**config.mk**
```make
export PLATFORM = sky130hd
export DESIGN_NAME = tes_fifo
export DESIGN_NICKNAME = d
export VERILOG_FILES = /design/src/rtl/core/tes_fifo.sv
export SDC_FILE = /design/constraint.sdc
export NUM_CORES = 1
export LEC_CHECK = 0
export BUFFER_PORTS_ARGS = -buffer_cell sky130_fd_sc_hd__buf_4
export CAP_MARGIN = 20
export CORE_UTILIZATION = 44
export DETAILED_ROUTE_END_ITERATION = 7
export GPL_TIMING_DRIVEN = 0
export MAX_ROUTING_LAYER = met4
export PLACE_DENSITY_LB_ADDON = 0.05
export SYNTH_ARGS = -nofsm -noshare
export SYNTH_HDL_FRONTEND = slang
export SYNTH_SLANG_ARGS = --single-unit
```
**constraint.sdc**
```tcl
create_clock -name clk -period 1.32 [get_ports clk]
set_input_delay 0.132 -clock clk [delete_from_list [all_inputs] [get_ports clk]]
set_output_delay 0.132 -clock clk [all_outputs]
set_load 0.01 [all_outputs]
```
**src/rtl/core/tes_fifo.sv**
```systemverilog
`timescale 1ns / 1ps
module tes_fifo #(
    parameter int WIDTH = 8,
    parameter int DEPTH = 2
) (
    input  logic             clk,
    input  logic             rst_n,
    input  logic             wr_en,
    input  logic [WIDTH-1:0] wr_data,
    output logic             full,
    input  logic             rd_en,
    output logic [WIDTH-1:0] rd_data,
    output logic             empty
);

    localparam int AW = (DEPTH > 1) ? $clog2(DEPTH) : 1;
    localparam int NW = $clog2(DEPTH + 1);

    logic [WIDTH-1:0] mem_reg [0:DEPTH-1];
    logic [AW-1:0]    wp_reg, rp_reg;
    logic [NW-1:0]    cnt_reg;
    logic             do_wr, do_rd;

    assign full    = (cnt_reg == NW'(DEPTH));
    assign empty   = (cnt_reg == '0);
    assign do_wr   = wr_en && !full;
    assign do_rd   = rd_en && !empty;
    assign rd_data = mem_reg[rp_reg];

    // advance pointers and fill count
    always_ff @(posedge clk or negedge rst_n)
    begin
        if (!rst_n)
        begin
            wp_reg  <= '0;
            rp_reg  <= '0;
            cnt_reg <= '0;
        end
        else
        begin
            if (do_wr)
                wp_reg <= (wp_reg == AW'(DEPTH - 1)) ? '0 : wp_reg + 1'b1;
            if (do_rd)
                rp_reg <= (rp_reg == AW'(DEPTH - 1)) ? '0 : rp_reg + 1'b1;
            if (do_wr && !do_rd)
                cnt_reg <= cnt_reg + 1'b1;
            else if (do_rd && !do_wr)
                cnt_reg <= cnt_reg - 1'b1;
        end
    end

    // hold written data
    always_ff @(posedge clk)
    begin
        if (do_wr)
            mem_reg[wp_reg] <= wr_data;
    end

endmodule

```
==> results of run 1 <==
-- how the worst max path moves through the flow --
| stage | from | cells past startpoint | slack, ns | to |
|---|---|---|---|---|
| floorplan | cnt_reg[0] | 7 | 0.01 | cnt_reg[1] |
| global placement | cnt_reg[0] | 3 | -0.06 | mem_reg[0][0] |
| detailed placement | cnt_reg[0] | 7 | -0.08 | cnt_reg[1] |
| CTS | rp_reg | 3 | -0.1 | rd_data[6] |
| global route | cnt_reg[0] | 6 | -0.19 | cnt_reg[1] |
| finish | cnt_reg[0] | 6 | -0.13 | cnt_reg[1] |
-- cell families (layout without fill, tap and decap cells) --
| family | Yosys count | after routing |
|---|---|---|
| flops | 20 | 20 |
| mux | 8 | 8 |
| simple gates | 6 | 6 |
| xor+xnor | 5 | 5 |
| buf+inv | 3 | 39 |
| fa+ha+maj | 1 | 1 |
| compound gates | 1 | 1 |
-- cells in the final DEF (no fill, tap or decap) --
cell type,synthesis,final
and3_2,0,1
buf_4,0,18
buf_6,0,11
clkbuf_4,0,3
clkinv_1,0,1
dfrtp_1,4,2
dfrtp_2,0,2
dlygate4sd3_1,0,4
edfxtp_1,16,16
ha_4,0,1
inv_1,2,1
inv_2,0,1
mux2_4,0,8
nand2_4,0,1
nand2b_4,0,1
nor2_1,3,2
nor2_4,0,1
o21ai_4,0,1
xnor2_1,2,2
xnor2_2,1,1
xor2_1,2,2
-- power groups by stage --
stage	clock (mW)	combinational, mW	sequential [mW]
global placement	0	0.832	0.984
CTS	0.285	1.18	1.01
finish	0.282	1.30	1.01
floorplan	0	0.531	0.973
global route	0.319	1.38	1.03
detailed placement	0	0.839	0.991
-- layer usage --
metal / up-vias / global-route usage [%]
met3: 2 / 4.90
met5: - / -
met2: 12 / 23.2
li1: 229 / -
met1: 238 / 20.4
met4: 0 / 7.27
-- worst max-delay path, stage by stage (launching register included) --
cell and delay, ns:
dfrtp_2 0.43, buf_4 0.16, o21ai_4 0.16, ha_4 0.16, xor2_1 0.18, nor2_1 0.09, xor2_1 0.16
-- cell type report --
cell class              count  area share, %
plain buffers               1          0.938
multi-input cells          21           22.0
clock inverters             1          0.313
clock buffers               3           1.88
repair buffers             32           24.0
well taps                  16           1.67
flip-flops and latches     20           48.6
inverters                   2          0.626
-- through the flow --
stage / instance area, um2 / power, mW
after floorplan: 800 / 1.50
after global placement: 977 / 1.82
after detailed placement: 977 / 1.83
after CTS: 1130 / 2.47
after global routing: 1200 / 2.73
final: 1200 / 2.59
-- repair_timing --
item,CTS,global route
pin swaps,2,3
gates resized for setup,26,3
endpoints found under the setup margin,25,9
gates cloned,1,0
hold buffers,1,3
endpoints found under the hold margin,4,6
setup buffers,3,3
==> impl_metrics.yaml, run 1 <==
outcome:
  outcome: "complete, but fails checks"
  violations: "setup timing"
worst_setup_path:
  start_kind: "flip-flop"
  r2r-start: "cnt_reg[0]"
  timing.rr.end: "cnt_reg[1]"
  worstPathMaxFanout: 3
  r2r_slack_ns: -0.13
  worstPathArrival_ns: 1.63
  path_class: "reg2reg"
  crit_required_ns: 1.50
  endpoint_kind: "flip-flop"
  worstRegToRegCells: 6
floorplanning:
  die_h_um: 44.2
  start_util_pct: 49.6
  rows: 14
  core_area_um2: 1580
  dieArea_um2: 1950
  ioPinCount: 22
  die_w_um: 44.2
worst_hold_path:
  min_to: "mem_reg[1][1]"
  hp-start: "wr_data[1]"
  hold_depth: 1
  hp-class: "in2reg"
yosys:
  ys_types: 15
  synth-compound-area-share_pct: 0.640
  synthMuxAreaShare_pct: 11.5
  yosys_register_bits: 20
  ys.flop_type: "edfxtp_1"
  synth_edf_count: 16
  synth_top_family_by_area: "multiplexers"
  yosys_warnings: 0
  syn_nets: 57
  yosys-top-cells-area: "edfxtp_1 (61%), dfrtp_1 (13%), mux2_1 (8.6%), mux2_2 (2.9%), xnor2_1 (2.2%)"
  synthesis.area_um2: 782
  synth-simple-area-share_pct: 3.84
  yosysTopAreaCellShare_pct: 61.4
  synth_common_cells: "edfxtp_1 (16), mux2_1 (6), dfrtp_1 (4)"
  syn_area_per_cell_um2: 17.8
  synth_fa_ha_area_share_pct: 1.60
  synth_xor_area_share_pct: 6.56
  synth_top_area_cell: "edfxtp_1"
  ys_seq_area_share_pct: 74.2
  synth_cells: 44
  synthArstFlopShare_pct: 20.0
  synthMostInstantiatedCell: "edfxtp_1"
drt:
  drt_iter0_drc: 5
  viasPerCell: 5.01
  highest_layer: "met4"
  wire_per_inst_um: 14.5
  drtAntennaViolNets: 0
  vias: 481
  wl_met2_um: 732
  wirelength_met1_um: 599
  routed_wl_um: 1390
  drcViolationCount: 0
  dr_wl_met3_um: 43
  firstDrtPassIters: 6
place:
  place.gp.congestion: 0.638
  pre_cts_slack_ns: -0.0830
  io_buffer_count: 21
  placed_cells: 81
  dp_hpwl_um: 771
clock_network:
  clkLatencyLatePin_ns: 0.29
  cts_tree: "done"
  cts_max_path_buffers: 2
  clkSinkCount: 20
  clk_pin_slew_ns: 0.10
  ctsHtreeMaxLevel: 1
  numCtsBuffers: 3
  clockRootBuffer: "clkbuf_4"
pwr:
  powerDensity_nw_per_um2: 2160
  p_leak_nw: 0.517
  seq_power_share_pct: 39.1
  clkPwrFrac_pct: 10.9
  p_int_mw: 1.79
  power_frac_comb_pct: 50.0
  switching_share_pct: 31.1
  ir_drop_v: 0.00124
  p_switching_mw: 0.805
cells_and_area:
  insertedDiodeCount: 0
  fillers: 93
  post-route-util_pct: 76.1
  area_growth_syn_to_layout_pct: 53.4
  fin_cells: 96
  largest_register_ffs: 16
  layout-drive-gt1-share_pct: 62.5
  final_nets: 94
  multiInputGateArea_um2: 264
  ff_latch_area_um2: 583
timing:
  period_needed_ns: 1.45
  tightest_slew_ns: 0.259
  finalSetupViolations: 10
  finalHoldViolCount: 0
  rsz0062_at_grt: "true"
  finalWorstSetupSlack_ns: -0.135
  max-slew-margin-rel_pct: 82.7
  fin_setup_tns_ns: -0.891
  finalCritPeriodShare_pct: 110
  drv_slew: 0
  max_freq_ghz: 0.687
  fin_skew_ns: 0.00345
  hold_ws_ns: 0.0175
grt:
  grt_start_max_net_pins: 12
  overflow: 0
  grt_pass1_vias: 451
  grt_pass1_wl_um: 2010
  antenna_found_initial: 0
  grt_use_total_pct: 15.9
run:
  max_cap_viol_count: 0
Note: power is estimated with default switching activity, not from simulation.
==> run 2: changes to the inputs <==
--- a/config.mk
+++ b/config.mk
@@ -12,6 +12,7 @@
 export GPL_TIMING_DRIVEN = 0
 export MAX_ROUTING_LAYER = met4
 export PLACE_DENSITY_LB_ADDON = 0.05
+export SKIP_CTS_REPAIR_TIMING = 1
 export SYNTH_ARGS = -nofsm -noshare
 export SYNTH_HDL_FRONTEND = slang
 export SYNTH_SLANG_ARGS = --single-unit
==> run 2 against run 1 <==
  * The flow still finishes with violations (setup timing)
  * Critical path type is now reg2out
  * Design area is 2.5% lower
  * Critical path depth is 3 lower
  * Non-clock buffer count is 3 lower
  * Flip-flop and latch count stayed put
  * Sequential power hardly changed
==> impl_metrics.yaml, run 2 (same netlist as run 1, synthesis figures left out) <==
outcome:
  outcome: "complete, but fails checks"
  violations: "setup timing"
clock_network:
  ctsHtreeMaxLevel: 1
  cts_tree: "done"
  clkLatencyLatePin_ns: 0.30
  clk_pin_slew_ns: 0.11
  cts_max_path_buffers: 2
  numCtsBuffers: 3
  clockRootBuffer: "clkbuf_4"
  clkSinkCount: 20
pwr:
  p_leak_nw: 0.501
  ir_drop_v: 0.00133
  powerDensity_nw_per_um2: 2140
drt:
  viasPerCell: 4.92
  firstDrtPassIters: 5
  drtAntennaViolNets: 0
  wirelength_met1_um: 495
  wire_per_inst_um: 13.3
  drcViolationCount: 0
  drt_iter0_drc: 6
  wl_met2_um: 670
  vias: 458
  highest_layer: "met4"
  dr_wl_met3_um: 45
  routed_wl_um: 1240
timing:
  max-slew-margin-rel_pct: 71.2
  max_freq_ghz: 0.707
  finalWorstSetupSlack_ns: -0.0952
  tightest_slew_ns: 0.432
  hold_ws_ns: 0.0104
  finalSetupViolations: 17
  rsz0062_at_grt: "true"
  drv_slew: 0
  finalCritPeriodShare_pct: 107
  fin_skew_ns: 0.00685
  period_needed_ns: 1.42
  finalHoldViolCount: 0
worst_setup_path:
  worstRegToRegCells: 7
  r2r_slack_ns: -0.03
  crit_buf_inv: 2
  cp_common_cell: "buf_6"
  cpPeakStageDelay_ns: 0.42
  startpoint: "rp_reg"
  start_kind: "flip-flop"
  crit_required_ns: 1.19
  timing.rr.end: "cnt_reg[1]"
  worstPathArrival_ns: 1.28
  endpoint_kind: "output pin"
  worstPathMaxFanout: 5
  r2r-start: "cnt_reg[0]"
  worstPathCellList: "buf_6 -> mux2_4 -> buf_6"
  cp_top_family: "flip-flops"
  cpMaxStageDelayCell: "dfrtp_1"
  path_class: "reg2out"
run:
  max_cap_viol_count: 0
cells_and_area:
  final_nets: 91
  largest_register_ffs: 16
  layout-drive-gt1-share_pct: 62.3
  fillers: 94
  post-route-util_pct: 74.2
  area_growth_syn_to_layout_pct: 49.6
  insertedDiodeCount: 0
  fin_cells: 93
  final_cell_mix: "buf_4 (16), edfxtp_1 (16), buf_6 (10)"
grt:
  grt_start_max_net_pins: 12
  grt_pass1_vias: 424
  grt_use_total_pct: 13.7
  antenna_found_initial: 0
  grt_pass1_wl_um: 1750
  overflow: 0
floorplanning:
  dieArea_um2: 1950
  start_util_pct: 49.6
  die_w_um: 44.2
  ioPinCount: 22
  die_h_um: 44.2
  core_area_um2: 1580
  rows: 14
place:
  place.gp.congestion: 0.638
  placed_cells: 81
  pre_cts_slack_ns: -0.0830
  io_buffer_count: 21
  dp_hpwl_um: 771
worst_hold_path:
  min_to: "mem_reg[1][1]"
  hp-class: "in2reg"
  hp-start: "wr_data[1]"
  hold_depth: 1
-- run 2: report_power, final --
part | leakage, nW | switching, mW | internal (mW)
sequential | 0.194 | 0.120 | 0.885
combinational | 0.292 | 0.467 | 0.737
clock | 0.0154 | 0.179 | 0.110
-- run 2: worst max-delay path by stage --
stage | to | slack (ns) | cells past startpoint
5_1_grt | rd_data[5] | -0.14 | 3
4_1_cts | rd_data[2] | -0.19 | 3
3_5_place_dp | cnt_reg[1] | -0.08 | 7
6_report | rd_data[5] | -0.1 | 3
2_1_floorplan | cnt_reg[1] | 0.01 | 7
3_3_place_gp | mem_reg[0][0] | -0.06 | 3
-- run 2: stage by stage --
step	instance area, um2	TNS, ns	total power [mW]
after floorplan	800	0	1.50
after global placement	977	-0.794	1.82
after detailed placement	977	-0.825	1.83
after CTS	1000	-2.39	2.10
after global routing	1170	-1.87	2.65
final	1170	-0.773	2.50
-- run 2: routing by layer --
metal  vias to the layer above  track usage, %
met5                         -               -
met1                       220            15.4
met3                         4            4.90
li1                        221               -
met4                         0            7.27
met2                        13            21.5
-- run 2: final cells by class --
type	instances	area, um2	area share (%)
clock inverter	1	3.75	0.321
tap	16	20.0	1.71
sequential	20	582	49.7
clock buffer	3	22.5	1.93
inverter	2	7.51	0.642
timing repair buffer	29	262	22.4
buffer	1	11.3	0.963
multi-input combinational	21	262	22.4
